<file path="src/hdl/ipc_pkg.sv">
// Package for the infix to postfix converter: sizes, character codes, token and status
// codes, controller/datapath command and status structs, and character class functions.
// No dependencies.
package ipc_pkg;

	localparam int STACK_DEPTH = 16;
	localparam int CNT_W = $clog2(STACK_DEPTH + 1);
	localparam int IDX_W = $clog2(STACK_DEPTH);

	localparam logic [7:0] CH_OPEN_PAREN   = 8'h28;
	localparam logic [7:0] CH_CLOSE_PAREN  = 8'h29;
	localparam logic [7:0] CH_OPEN_SQUARE  = 8'h5B;
	localparam logic [7:0] CH_CLOSE_SQUARE = 8'h5D;
	localparam logic [7:0] CH_OPEN_CURLY   = 8'h7B;
	localparam logic [7:0] CH_CLOSE_CURLY  = 8'h7D;
	localparam logic [7:0] CH_PLUS         = 8'h2B;
	localparam logic [7:0] CH_MINUS        = 8'h2D;
	localparam logic [7:0] CH_STAR         = 8'h2A;
	localparam logic [7:0] CH_SLASH        = 8'h2F;
	localparam logic [7:0] CH_DIGIT_0      = 8'h30;
	localparam logic [7:0] CH_DIGIT_9      = 8'h39;
	localparam logic [7:0] CH_UPPER_A      = 8'h41;
	localparam logic [7:0] CH_UPPER_Z      = 8'h5A;
	localparam logic [7:0] CH_LOWER_A      = 8'h61;
	localparam logic [7:0] CH_LOWER_Z      = 8'h7A;

	localparam logic [1:0] PREC_NONE = 2'd0;
	localparam logic [1:0] PREC_ADD  = 2'd1;
	localparam logic [1:0] PREC_MUL  = 2'd2;

	typedef enum logic [1:0] {
		TOK_DIGIT = 2'd0,
		TOK_CELL  = 2'd1,
		TOK_OP    = 2'd2,
		TOK_END   = 2'd3
	} tok_kind_t;

	typedef enum logic [1:0] {
		ST_OK               = 2'd0,
		ST_OVERFLOW         = 2'd1,
		ST_UNMATCHED_CLOSE  = 2'd2,
		ST_UNMATCHED_OPEN   = 2'd3
	} status_t;

	typedef enum logic [1:0] {
		EMIT_NONE = 2'd0,
		EMIT_PEND = 2'd1,
		EMIT_LAST = 2'd2
	} emit_mode_t;

	typedef struct packed {
		logic       capture;
		logic       hold_letter;
		logic       drop_letter;
		logic       push_ch;
		logic       pop;
		logic       end_expr;
		logic       flush;
		status_t    flag;
		emit_mode_t emit;
		tok_kind_t  kind;
	} dp_cmd_t;

	typedef struct packed {
		logic fin;
		logic letter_waiting;
		logic is_letter;
		logic is_digit;
		logic is_open;
		logic is_close;
		logic is_op;
		logic stack_empty;
		logic top_open;
		logic top_ge;
		logic pend_valid;
		logic slot_free;
	} dp_stat_t;

	function automatic logic is_open_char(input logic [7:0] c);
		return (c == CH_OPEN_PAREN) || (c == CH_OPEN_SQUARE) || (c == CH_OPEN_CURLY);
	endfunction

	function automatic logic is_close_char(input logic [7:0] c);
		return (c == CH_CLOSE_PAREN) || (c == CH_CLOSE_SQUARE) || (c == CH_CLOSE_CURLY);
	endfunction

	function automatic logic is_letter_char(input logic [7:0] c);
		return ((c >= CH_UPPER_A) && (c <= CH_UPPER_Z)) ||
			((c >= CH_LOWER_A) && (c <= CH_LOWER_Z));
	endfunction

	function automatic logic is_digit_char(input logic [7:0] c);
		return (c >= CH_DIGIT_0) && (c <= CH_DIGIT_9);
	endfunction

	function automatic logic [1:0] op_prec(input logic [7:0] c);
		logic [1:0] p;
		p = PREC_NONE;
		if ((c == CH_STAR) || (c == CH_SLASH))
			p = PREC_MUL;
		else if ((c == CH_PLUS) || (c == CH_MINUS))
			p = PREC_ADD;
		return p;
	endfunction

endpackage

</file>
<file path="src/hdl/ipc_char_if.sv">
// Character request channel of the infix to postfix converter: valid, ready and one
// ASCII character with its last-character mark. No dependencies.
interface ipc_char_if;
	logic       valid;
	logic       ready;
	logic [7:0] ch;
	logic       final_char;

	modport source (output valid, output ch, output final_char, input ready);
	modport sink (input valid, input ch, input final_char, output ready);
endinterface

</file>
<file path="src/hdl/ipc_tok_if.sv">
// Token request channel of the infix to postfix converter: valid, ready and one postfix
// token with its end-of-run mark and status. No dependencies.
interface ipc_tok_if;
	logic       valid;
	logic       ready;
	logic [1:0] token_kind;
	logic [7:0] first_char;
	logic [7:0] second_char;
	logic       end_of_run;
	logic [1:0] status;

	modport source (output valid, output token_kind, output first_char, output second_char,
		output end_of_run, output status, input ready);
	modport sink (input valid, input token_kind, input first_char, input second_char,
		input end_of_run, input status, output ready);
endinterface

</file>
<file path="src/hdl/infix_to_postfix_converter.sv">
// Top level of the infix to postfix converter: joins the controller and the datapath.
// Depends on ipc_pkg, ipc_char_if, ipc_tok_if, ipc_controller and ipc_datapath.
//
//   channel   direction   payload                                             request
//   chars     in          ch, final_char                                      one character
//   tokens    out         token_kind, first_char, second_char,                one postfix token
//                         end_of_run, status
//
// A digit, letter, opening bracket or ignored character passes through decode back to idle.
// A closing bracket or operator also walks a pop loop over the operators and then the flush.
// The last character then goes through the final close, which pops the remaining operators
// and the implicit bracket, then the end check, the end token and the flush.
// The controller walks the operator stack one entry a cycle while the token stream does not stall.
// Reset clears the stack count, the held letter and the status; no clearing pass is needed.
// A stalled token stream holds the controller wherever it next needs to emit.
module infix_to_postfix_converter (
	input logic       clk,
	input logic       arst_n,
	ipc_char_if.sink  chars,
	ipc_tok_if.source tokens
);
	import ipc_pkg::*;

	dp_cmd_t  cmd;
	dp_stat_t stat;

	ipc_controller u_controller (
		.clk      (clk),
		.arst_n   (arst_n),
		.in_valid (chars.valid),
		.in_ready (chars.ready),
		.cmd      (cmd),
		.stat     (stat)
	);

	ipc_datapath u_datapath (
		.clk      (clk),
		.arst_n   (arst_n),
		.in_ch    (chars.ch),
		.in_final (chars.final_char),
		.cmd      (cmd),
		.stat     (stat),
		.tokens   (tokens)
	);

endmodule

</file>
<file path="src/hdl/ipc_datapath.sv">
// Datapath of the infix to postfix converter: operator stack, letter and status
// registers, a one-token holding stage and the output register.
// Depends on ipc_pkg and ipc_tok_if.
module ipc_datapath (
	input  logic              clk,
	input  logic              arst_n,
	input  logic [7:0]        in_ch,
	input  logic              in_final,
	input  ipc_pkg::dp_cmd_t  cmd,
	output ipc_pkg::dp_stat_t stat,
	ipc_tok_if.source         tokens
);
	import ipc_pkg::*;

	logic [7:0]       ch_q;
	logic             fin_q;
	logic [7:0]       stack_q [STACK_DEPTH];
	logic [CNT_W-1:0] count_q;
	logic [CNT_W-1:0] count_dec;
	logic [7:0]       held_q;
	logic             letter_q;
	logic             inexpr_q;
	status_t          sticky_q;
	status_t          flag_req;
	logic             pend_valid_q;
	tok_kind_t        pend_kind_q;
	logic [7:0]       pend_first_q;
	logic [7:0]       pend_second_q;
	status_t          pend_status_q;
	logic             out_valid_q;
	tok_kind_t        out_kind_q;
	logic [7:0]       out_first_q;
	logic [7:0]       out_second_q;
	logic             out_eor_q;
	status_t          out_status_q;
	logic [7:0]       top_ch;
	logic [7:0]       tok_first;
	logic [7:0]       tok_second;
	logic             stack_full;
	logic             start_expr;
	logic             pend_to_out;

	assign start_expr  = cmd.capture && !inexpr_q;
	assign count_dec   = count_q - 1'b1;
	assign top_ch      = stack_q[count_dec[IDX_W-1:0]];
	assign stack_full  = (count_q >= CNT_W'(STACK_DEPTH));
	assign pend_to_out = pend_valid_q && ((cmd.emit == EMIT_PEND) || cmd.flush);

	always_comb begin
		stat.fin            = fin_q;
		stat.letter_waiting = letter_q;
		stat.is_letter      = is_letter_char(ch_q);
		stat.is_digit       = is_digit_char(ch_q);
		stat.is_open        = is_open_char(ch_q);
		stat.is_close       = is_close_char(ch_q);
		stat.is_op          = (op_prec(ch_q) != PREC_NONE);
		stat.stack_empty    = (count_q == '0);
		stat.top_open       = is_open_char(top_ch);
		stat.top_ge         = (op_prec(top_ch) >= op_prec(ch_q));
		stat.pend_valid     = pend_valid_q;
		stat.slot_free      = !out_valid_q || tokens.ready;
	end

	always_comb begin
		case (cmd.kind)
			TOK_DIGIT: begin
				tok_first  = ch_q;
				tok_second = '0;
			end
			TOK_CELL: begin
				tok_first  = held_q;
				tok_second = ch_q;
			end
			TOK_OP: begin
				tok_first  = top_ch;
				tok_second = '0;
			end
			default: begin
				tok_first  = '0;
				tok_second = '0;
			end
		endcase
	end

	always_comb begin
		flag_req = cmd.flag;
		if (cmd.push_ch && stack_full)
			flag_req = ST_OVERFLOW;
		if (cmd.end_expr && (count_q != '0))
			flag_req = ST_UNMATCHED_OPEN;
	end

	always_ff @(posedge clk) begin
		if (start_expr)
			stack_q[0] <= CH_OPEN_PAREN;
		else if (cmd.push_ch && !stack_full)
			stack_q[count_q[IDX_W-1:0]] <= ch_q;
	end

	always_ff @(posedge clk or negedge arst_n) begin
		if (!arst_n) begin
			count_q      <= '0;
			held_q       <= '0;
			letter_q     <= 1'b0;
			inexpr_q     <= 1'b0;
			sticky_q     <= ST_OK;
			pend_valid_q <= 1'b0;
			out_valid_q  <= 1'b0;
		end else begin
			if (start_expr) begin
				count_q  <= CNT_W'(1);
				held_q   <= '0;
				letter_q <= 1'b0;
				inexpr_q <= 1'b1;
				sticky_q <= ST_OK;
			end else begin
				if (cmd.push_ch && !stack_full)
					count_q <= count_q + 1'b1;
				else if (cmd.pop)
					count_q <= count_dec;
				else if (cmd.end_expr)
					count_q <= '0;
				if (cmd.hold_letter) begin
					letter_q <= 1'b1;
					held_q   <= ch_q;
				end else if (cmd.drop_letter || cmd.end_expr) begin
					letter_q <= 1'b0;
				end
				if (cmd.end_expr) begin
					held_q   <= '0;
					inexpr_q <= 1'b0;
				end
				if (sticky_q == ST_OK)
					sticky_q <= flag_req;
			end
			if (cmd.emit == EMIT_PEND)
				pend_valid_q <= 1'b1;
			else if (cmd.flush)
				pend_valid_q <= 1'b0;
			if (pend_to_out || (cmd.emit == EMIT_LAST))
				out_valid_q <= 1'b1;
			else if (tokens.ready)
				out_valid_q <= 1'b0;
		end
	end

	always_ff @(posedge clk) begin
		if (cmd.capture) begin
			ch_q  <= in_ch;
			fin_q <= in_final;
		end
		if (cmd.emit == EMIT_PEND) begin
			pend_kind_q   <= cmd.kind;
			pend_first_q  <= tok_first;
			pend_second_q <= tok_second;
			pend_status_q <= sticky_q;
		end
		if (cmd.emit == EMIT_LAST) begin
			out_kind_q   <= cmd.kind;
			out_first_q  <= tok_first;
			out_second_q <= tok_second;
			out_status_q <= sticky_q;
			out_eor_q    <= 1'b1;
		end else if (pend_to_out) begin
			out_kind_q   <= pend_kind_q;
			out_first_q  <= pend_first_q;
			out_second_q <= pend_second_q;
			out_status_q <= pend_status_q;
			out_eor_q    <= cmd.flush;
		end
	end

	assign tokens.valid       = out_valid_q;
	assign tokens.token_kind  = out_kind_q;
	assign tokens.first_char  = out_first_q;
	assign tokens.second_char = out_second_q;
	assign tokens.end_of_run  = out_eor_q;
	assign tokens.status      = out_status_q;

endmodule

</file>
<file path="src/hdl/ipc_controller.sv">
// Controller of the infix to postfix converter: a state machine that walks each
// character through decode, pop loops, the final close and the end token.
// Depends on ipc_pkg.
module ipc_controller (
	input  logic              clk,
	input  logic              arst_n,
	input  logic              in_valid,
	output logic              in_ready,
	output ipc_pkg::dp_cmd_t  cmd,
	input  ipc_pkg::dp_stat_t stat
);
	import ipc_pkg::*;

	typedef enum logic [2:0] {
		S_IDLE,
		S_DECODE,
		S_CLOSE,
		S_OPPOP,
		S_FCLOSE,
		S_FCHK,
		S_FEND,
		S_FLUSH
	} state_t;

	state_t state_q;
	state_t state_d;
	state_t close_next;
	logic   pend_ok;

	assign in_ready = (state_q == S_IDLE);
	assign pend_ok  = !stat.pend_valid || stat.slot_free;

	always_comb begin
		if (state_q == S_FCLOSE)
			close_next = S_FCHK;
		else if (stat.fin)
			close_next = S_FCLOSE;
		else
			close_next = S_FLUSH;
	end

	always_comb begin
		cmd     = '0;
		state_d = state_q;
		case (state_q)
			S_IDLE: begin
				cmd.capture = in_valid;
				if (in_valid)
					state_d = S_DECODE;
			end
			S_DECODE: begin
				if (stat.letter_waiting || stat.is_digit) begin
					cmd.kind = stat.letter_waiting ? TOK_CELL : TOK_DIGIT;
					if (stat.fin) begin
						cmd.drop_letter = 1'b1;
						cmd.emit        = EMIT_PEND;
						state_d         = S_FCLOSE;
					end else if (stat.slot_free) begin
						cmd.drop_letter = 1'b1;
						cmd.emit        = EMIT_LAST;
						state_d         = S_IDLE;
					end
				end else if (stat.is_letter) begin
					if (stat.fin) begin
						cmd.flag = ST_UNMATCHED_OPEN;
						state_d  = S_FCLOSE;
					end else begin
						cmd.hold_letter = 1'b1;
						state_d         = S_IDLE;
					end
				end else if (stat.is_open) begin
					cmd.push_ch = 1'b1;
					state_d     = stat.fin ? S_FCLOSE : S_IDLE;
				end else if (stat.is_close) begin
					state_d = S_CLOSE;
				end else if (stat.is_op) begin
					state_d = S_OPPOP;
				end else begin
					state_d = stat.fin ? S_FCLOSE : S_IDLE;
				end
			end
			S_CLOSE, S_FCLOSE: begin
				cmd.kind = TOK_OP;
				if (stat.stack_empty) begin
					cmd.flag = ST_UNMATCHED_CLOSE;
					state_d  = close_next;
				end else if (stat.top_open) begin
					cmd.pop = 1'b1;
					state_d = close_next;
				end else if (pend_ok) begin
					cmd.pop  = 1'b1;
					cmd.emit = EMIT_PEND;
				end
			end
			S_OPPOP: begin
				cmd.kind = TOK_OP;
				if (!stat.stack_empty && stat.top_ge) begin
					if (pend_ok) begin
						cmd.pop  = 1'b1;
						cmd.emit = EMIT_PEND;
					end
				end else begin
					cmd.push_ch = 1'b1;
					state_d     = stat.fin ? S_FCLOSE : S_FLUSH;
				end
			end
			S_FCHK: begin
				cmd.end_expr = 1'b1;
				state_d      = S_FEND;
			end
			S_FEND: begin
				cmd.kind = TOK_END;
				if (pend_ok) begin
					cmd.emit = EMIT_PEND;
					state_d  = S_FLUSH;
				end
			end
			S_FLUSH: begin
				if (!stat.pend_valid) begin
					state_d = S_IDLE;
				end else if (stat.slot_free) begin
					cmd.flush = 1'b1;
					state_d   = S_IDLE;
				end
			end
			default: begin
				state_d = S_IDLE;
			end
		endcase
	end

	always_ff @(posedge clk or negedge arst_n) begin
		if (!arst_n) begin
			state_q <= S_IDLE;
		end else begin
			state_q <= state_d;
		end
	end

endmodule

</file>
<file path="src/flat_wrapper.sv">
// flat-port wrapper written by rule: the top's interface ports become plain ports
module infix_to_postfix_converter_flat import ipc_pkg::*;
  (clk, arst_n, chars_valid, chars_ch, chars_final_char, chars_ready, tokens_valid, tokens_token_kind, tokens_first_char, tokens_second_char, tokens_end_of_run, tokens_status, tokens_ready);
  ipc_char_if chars_i ();
  ipc_tok_if tokens_i ();
  input logic clk;
  input logic arst_n;
  input wire logic [$bits(chars_i.valid)-1:0] chars_valid;
  input wire logic [$bits(chars_i.ch)-1:0] chars_ch;
  input wire logic [$bits(chars_i.final_char)-1:0] chars_final_char;
  output wire logic [$bits(chars_i.ready)-1:0] chars_ready;
  output wire logic [$bits(tokens_i.valid)-1:0] tokens_valid;
  output wire logic [$bits(tokens_i.token_kind)-1:0] tokens_token_kind;
  output wire logic [$bits(tokens_i.first_char)-1:0] tokens_first_char;
  output wire logic [$bits(tokens_i.second_char)-1:0] tokens_second_char;
  output wire logic [$bits(tokens_i.end_of_run)-1:0] tokens_end_of_run;
  output wire logic [$bits(tokens_i.status)-1:0] tokens_status;
  input wire logic [$bits(tokens_i.ready)-1:0] tokens_ready;
  assign chars_i.valid = chars_valid;
  assign chars_i.ch = chars_ch;
  assign chars_i.final_char = chars_final_char;
  assign chars_ready = chars_i.ready;
  assign tokens_valid = tokens_i.valid;
  assign tokens_token_kind = tokens_i.token_kind;
  assign tokens_first_char = tokens_i.first_char;
  assign tokens_second_char = tokens_i.second_char;
  assign tokens_end_of_run = tokens_i.end_of_run;
  assign tokens_status = tokens_i.status;
  assign tokens_i.ready = tokens_ready;
  infix_to_postfix_converter u_core (.clk(clk), .arst_n(arst_n), .chars(chars_i), .tokens(tokens_i));
endmodule
</file>
<file path="config.mk">
export PLATFORM = sky130hd
export DESIGN_NAME = infix_to_postfix_converter_flat
export DESIGN_NICKNAME = d
export VERILOG_FILES = /design/src/hdl/ipc_pkg.sv /design/src/hdl/ipc_char_if.sv /design/src/hdl/ipc_tok_if.sv /design/src/hdl/infix_to_postfix_converter.sv /design/src/hdl/ipc_datapath.sv /design/src/hdl/ipc_controller.sv /design/src/flat_wrapper.sv
export SDC_FILE = /design/constraint.sdc
export NUM_CORES = 1
export LEC_CHECK = 0
export BUFFER_PORTS_ARGS = -buffer_cell sky130_fd_sc_hd__buf_2
export CAP_MARGIN = 15
export CORE_MARGIN = 4
export CORE_UTILIZATION = 35
export CTS_CLUSTER_SIZE = 10
export DETAILED_ROUTE_END_ITERATION = 12
export PLACE_DENSITY = 0.58
export SETUP_SLACK_MARGIN = 0.4
export SLEW_MARGIN = 15
export SYNTH_ARGS = -nofsm -noshare
export SYNTH_HDL_FRONTEND = slang
export SYNTH_SLANG_ARGS = --single-unit
</file>
<file path="constraint.sdc">
create_clock -name clk -period 13.7 [get_ports clk]
set_input_delay 2.74 -clock clk [delete_from_list [all_inputs] [get_ports clk]]
set_output_delay 2.74 -clock clk [all_outputs]
set_load 0.01 [all_outputs]
</file>
Yosys cells after proc, flatten, opt, wreduce, memory -nomap -nowiden --
Memories as Yosys holds them, arrays and structs flattened. Cells that the tools add are included.
Storage, ports and cells: register bits 72, latch bits 0, bits in writable memories 128, memory bits (read-only) 0, bits of input ports 13, output and inout bits 23, word-level logic and storage cells 204, memories kept 1
Cells by class: add/sub/neg operators 2, $mul 0, div/mod/pow operators 0, magnitude comparators 8, equal/unequal tests 32, shift-type cells 0, muxes and demuxes 94, bitwise gates (word level) 0, reductions and logical operators 48
Memories:
- u_core.u_datapath.stack_q | depth 16, bits a word 8, read ports 1, clocked after Yosys merged registers in 0, write ports 1, line ipc_datapath.sv:17 | logic [7:0] stack_q [STACK_DEPTH];
Operators by type and width (count):
- 8-bit by 6-bit == test with 1-bit output (second input constant) | 11
- 8-bit 2-to-1 mux | 9
- 8-bit by 7-bit == test with 1-bit output (second input constant) | 6
- 3-bit 2-to-1 mux | 15
- 1-bit 2-to-1 mux | 40
- 2-bit 2-to-1 mux | 18
- 8-bit case mux with 3 select lines | 1
- 3-bit case mux with 7 select lines | 1
- 5-bit 2-to-1 mux | 4
- 1-bit logical OR | 17
- 8-bit by 7-bit greater-or-equal comparator with 1-bit output (second input constant) | 2
- 8-bit by 7-bit less-or-equal comparator with 1-bit output (second input constant) | 2
- 4-bit case mux with 4 select lines | 1
- 3-bit == test (second input constant) | 4
- 2-bit nonzero test | 6
- 1-bit logical AND | 9
- 8-bit by 6-bit greater-or-equal comparator with 1-bit output (second input constant) | 1
- 8-bit by 6-bit less-or-equal comparator with 1-bit output (second input constant) | 1
- 4-bit 2-to-1 mux | 2
- 8-bit OR reduction | 1
- 3-bit by 2-bit == test with 1-bit output (second input constant) | 2
- 2-bit inequality test (second input constant) | 3
- 3-bit nonzero test | 2
- 5-bit by 1-bit adder with 5-bit output (second input constant) | 1
- 17 further kinds | 25

Longest topological paths before layout --
An unclocked memory read counts as a cell.
depth after elaboration 16, mapped depth 23

Hierarchy --
Synthesis repeated with hierarchy kept, for this count alone.
Second synthesis, totals: cells, all modules 609, area, all modules 9186.3 µm²
By module, submodules not included:
- ipc_datapath | times used 1, cells each 535, area each 8648.3 µm², sequential area each 5810.6 µm²
- ipc_controller | times used 1, cells each 74, area each 538.0 µm², sequential area each 75.1 µm²

Worst setup path before layout --
Ideal clock, no wire load.
path type reg2reg, start reg u_core.u_datapath.count_q[0], end mem u_core.u_datapath.stack_q[4][0], enable pin, library setup time 0.395 ns, data arrival time 5.634 ns, required time 13.305 ns, slack 7.672 ns, cell stages (with the launch flop) 22, path through dfrtp_1 -> buf_4 -> buf_2 -> inv_1 -> ha_1 -> clkbuf_1 -> buf_1 -> mux4_2 -> nand2_1 -> a21oi_1 -> a21oi_1 -> nand3b_1 -> or3b_1 -> or3_1 -> ha_1 -> nand2b_1 -> a21oi_1 -> o21ai_1 -> a211oi_2 -> clkbuf_1 -> nand2_1 -> nor4_1
On the way: cells in the longest elaborated chain, start to end 16
RTL lines:
- from (decl) | line ipc_datapath.sv:18 | logic [CNT_W-1:0] count_q;
- from (signal assigned) | line ipc_datapath.sv:118 | count_q <= count_q + 1'b1;
- from (signal assigned) | line ipc_datapath.sv:120 | count_q <= count_dec;
- 5-bit by 1-bit subtractor with 5-bit output | line ipc_datapath.sv:44 | assign count_dec = count_q - 1'b1;
- memory read 16 x 8 bit
- 8-bit by 6-bit == test with 1-bit output | line ipc_pkg.sv:101 | else if ((c == CH_PLUS) || (c == CH_MINUS))
- 1-bit logical OR | line ipc_pkg.sv:101
- 1-bit 2-to-1 mux | line ipc_pkg.sv:101
- 2-bit 2-to-1 mux | line ipc_pkg.sv:99 | if ((c == CH_STAR) || (c == CH_SLASH))
- 2-bit greater-or-equal comparator | line ipc_datapath.sv:59 | stat.top_ge = (op_prec(top_ch) >= op_prec(ch_q));
- 1-bit logical AND | line ipc_controller.sv:97 | if (!stat.stack_empty && stat.top_ge) begin
- 1-bit 2-to-1 mux | line ipc_controller.sv:97
- 1-bit case mux with 2 select lines | line ipc_controller.sv:45 | case (state_q)
- 1-bit logical AND | line ipc_datapath.sv:96 | else if (cmd.push_ch && !stack_full)
- 1-bit 2-to-1 mux | line ipc_datapath.sv:96
- 1-bit 2-to-1 mux | line ipc_datapath.sv:94 | if (start_expr)
- 1-bit 2-to-1 mux (implied by the code) | line ipc_datapath.sv:97 | stack_q[count_q[IDX_W-1:0]] <= ch_q;
- 8-bit OR reduction (no source line)
- 4-bit 2-to-1 mux (no source line) or 1-bit 2-to-1 mux (tied branches)
- to (decl) | line ipc_datapath.sv:17
Parallel ways exist; a longest one is shown, timed or not.

Worst setup path after layout --
start reg u_core.u_datapath.count_q[0], end mem u_core.u_datapath.stack_q[3][6], enable pin
Same word-level chain as after synthesis.

==> flow_metrics.tcl <==
set metrics [dict create \
    ir_drop_mv 0.137 \
    drt-pass1-iter-count 5 \
    syn_inst 640 \
    std_cell_rows 57 \
    slew_violations 0 \
    grt_usage 0.152 \
    finalSetupViolations 0 \
    maxCapViolCount 0 \
    finalNetCount 681 \
    post-place-ws_ns 5.92 \
    worst_slew_pin_slew_ns 1.19 \
    drive_above_1_share 0.195 \
    use_met3 0.0269 \
    hold_buffers 0 \
    grt_max_degree 58 \
    grt_pass1_vias 5506 \
    powerDensity_nw_per_um2 220 \
    synth_top_cell_by_area "edfxtp_1" \
    post-route-drc-count 0 \
    min_period_ns 7.37 \
    path_cells "buf_4, inv_1, ha_1, buf_4, nor2b_1, a211oi_1, a22oi_1, nand3b_1, or3b_1, or3_1, ha_1, nand2b_1, a21oi_1, o21ai_1, a211oi_2, inv_2, or3_1, nor2_1" \
    clock-sinks 200 \
    slowest_stage "a211oi_2" \
    tns_ns 0 \
    clk_pin_slew_worst_paths_ns 0.07 \
    first_iter_violations 510 \
    io_buffers 35 \
    cts_root_buf "clkbuf_16" \
    die_h_um 167 \
    synth_top_cell_area_share 0.600 \
    worst-setup-path-type "register to register" \
    antenna_left 0 \
    grt-busiest-layer "met2" \
    layout_common_cells "edfxtp_1, nand2_1, buf_2" \
    fillers 2265 \
    cts.repair.resized 0 \
    syn_to_final_growth_pct 12.1 \
    overflow 0 \
    final_hold_viol_count 0 \
    antenna_found_initial 0 \
    met1_usage 0.218 \
    start_util 0.360 \
    numCtsBuffers 17 \
    cp_max_fo 57 \
    outcome "complete, no violations" \
    yosysUniqueCellTypes 62 \
    p_leak_nw 3.32 \
    ys.flop_type "edfxtp_1" \
    async_reset_ff_frac 0.110 \
    cts_tree "built" \
    clock_latency_ns 0.45 \
    core_area_sq_um 24600 \
    post_drt_wl_per_cell_um 20.8 \
    syn_area_sq_um 8860 \
    grt_util_met2 0.236 \
    hold_slack_ns 0.482 \
    cts_buffer_depth 2 \
    dieArea_sq_um 27900 \
    ios 36 \
    cts_max_level 4 \
    hpwl_um 13800 \
    required_ns 13.77 \
    cp_data_arrival_time_ns 7.44 \
    routed-via-count 5447 \
    routed_wl_um 20800 \
    power_mw 2.19 \
    timing.final.ws_setup_ns 6.33 \
    crit_buf_inv 4 \
    antenna_cells 0 \
    drt-vias-per-instance 5.44 \
    synth_edf_count 177 \
    rsz0062_at_grt "no" \
    skew_ns 0.0108 \
    post_cts_buffers 0 \
    ys_top_cells_by_area "edfxtp_1, dfrtp_1, mux4_2" \
    grt_pass1_wl_um 32900 \
    slew_headroom 0.209 \
    ys_warn_count 0 \
    critPathCaptureType "register" \
    max_stage_delay_ns 0.97 \
    cpLargestDelayFamily "simple AND/OR/NAND/NOR gates" \
    avgSynthCellArea_sq_um 13.8 \
    die_w_um 167 \
    startpoint_type "register" \
    ys_seq_elements 200 \
    finalWeightedCongestion 0.822 \
    syn-num-nets 657 \
    max_freq_ghz 0.136 \
    holdCritPathClass "register to register" \
    fin_crit_sh 0.538 \
    final_common_cell "edfxtp_1" \
    yosysSeqAreaShare 0.664 \
]
-- state kept, by name, indices dropped and copies added (netlist names), 2 cells and up --
name / flops
u_core.u_datapath.pend_first_q: 8
u_core.u_datapath.tokens.first_char: 8
u_core.u_datapath.pend_second_q: 8
u_core.u_datapath.held_q: 8
u_core.u_datapath.pend_status_q: 2
u_core.u_datapath.pend_kind_q: 2
u_core.u_controller.state_q: 3
u_core.u_datapath.count_q: 5
u_core.u_datapath.stack_q: 128
u_core.u_datapath.tokens.second_char: 8
u_core.u_datapath.tokens.status: 2
u_core.u_datapath.ch_q: 8
u_core.u_datapath.sticky_q: 2
u_core.u_datapath.tokens.token_kind: 2
-- routing by layer --
layer  routed length, um  share of wire  vias up
li1                    -              -     2479
met3                1130          0.054       23
met5                   0              0        -
met1                9530           0.46     2757
met4                 310          0.015        0
met2                9860           0.47      188
-- worst paths after layout --
path / start / end / slack (ns) / depth (start not counted)
min in group asynchronous: arst_n / u_core.u_datapath.held_q[0] / 2.29 / 1
worst max register to register: u_core.u_datapath.count_q[0] / u_core.u_datapath.stack_q[3][6] / 6.33 / 18
worst max-delay path: u_core.u_datapath.count_q[0] / u_core.u_datapath.stack_q[3][6] / 6.33 / 18
max in group asynchronous: arst_n / u_core.u_datapath.count_q[0] / 10.99 / 1
worst min register to register: u_core.u_datapath.held_q[6] / u_core.u_datapath.held_q[6] / 0.48 / 1
worst min-delay path: u_core.u_datapath.held_q[6] / u_core.u_datapath.held_q[6] / 0.48 / 1
-- cells by family (layout without fill, tap and decap cells) --
kind of cell	count (synthesis)	in the layout	share of synthesized area
adders and majority gates	4	4	0.00565
AOI/OAI and AO/OA	91	91	0.0672
buffers and inverters	49	86	0.0226
xor gates and xnor gates	9	9	0.00974
DFF	200	200	0.664
and+or+nand+nor	223	223	0.127
muxes	64	64	0.104
-- synth_stat cells (2+ instances only) --
cell type,number
edfxtp_1,177
nand2_1,89
nor2_1,31
clkbuf_1,30
mux2_2,24
dfrtp_1,22
mux4_2,20
mux2i_1,19
a21oi_1,18
nor3_1,17
nand3b_1,16
o21ai_0,16
a31oi_1,11
and2_1,10
nor3b_1,10
and3_1,9
inv_1,9
nand2b_1,9
o221ai_1,8
o21ai_1,7
a211oi_1,6
nor2b_1,6
xnor2_1,6
nand3_1,5
buf_2,4
ha_1,4
nor4_1,4
or3_1,4
a22oi_1,3
buf_4,3
o22ai_1,3
a221oi_1,2
and4_1,2
inv_2,2
nand4_1,2
o21a_1,2
o31a_1,2
o31ai_1,2
or2_2,2
xor2_1,2
-- layout make-up --
type / count / area [sq um] / share of cell area
clock buffers: 19 / 433 / 0.0436
clock inverters: 13 / 120 / 0.0121
inverters: 11 / 41.3 / 0.00416
multi-input cells: 391 / 2810 / 0.283
flip-flops and latches: 200 / 5890 / 0.593
well taps: 324 / 405 / 0.0408
repair buffers: 43 / 235 / 0.0237
-- power breakdown --
group          internal [mW]  switching [mW]
Clock                  0.238           0.237
Combinational          0.294           0.530
Sequential             0.815          0.0721
-- through the flow --
| stage | instance area [sq um] | util | cells |
|---|---|---|---|
| finish | 9930 | 0.404 | 1001 |
| floorplan | 8860 | - | 640 |
| detailed placement | 9360 | 0.380 | 969 |
| global placement | 9360 | 0.380 | 969 |
| global route | 9930 | 0.404 | 1001 |
| CTS | 9910 | 0.403 | 1001 |
No activity file was read; power rests on OpenSTA's default activity.
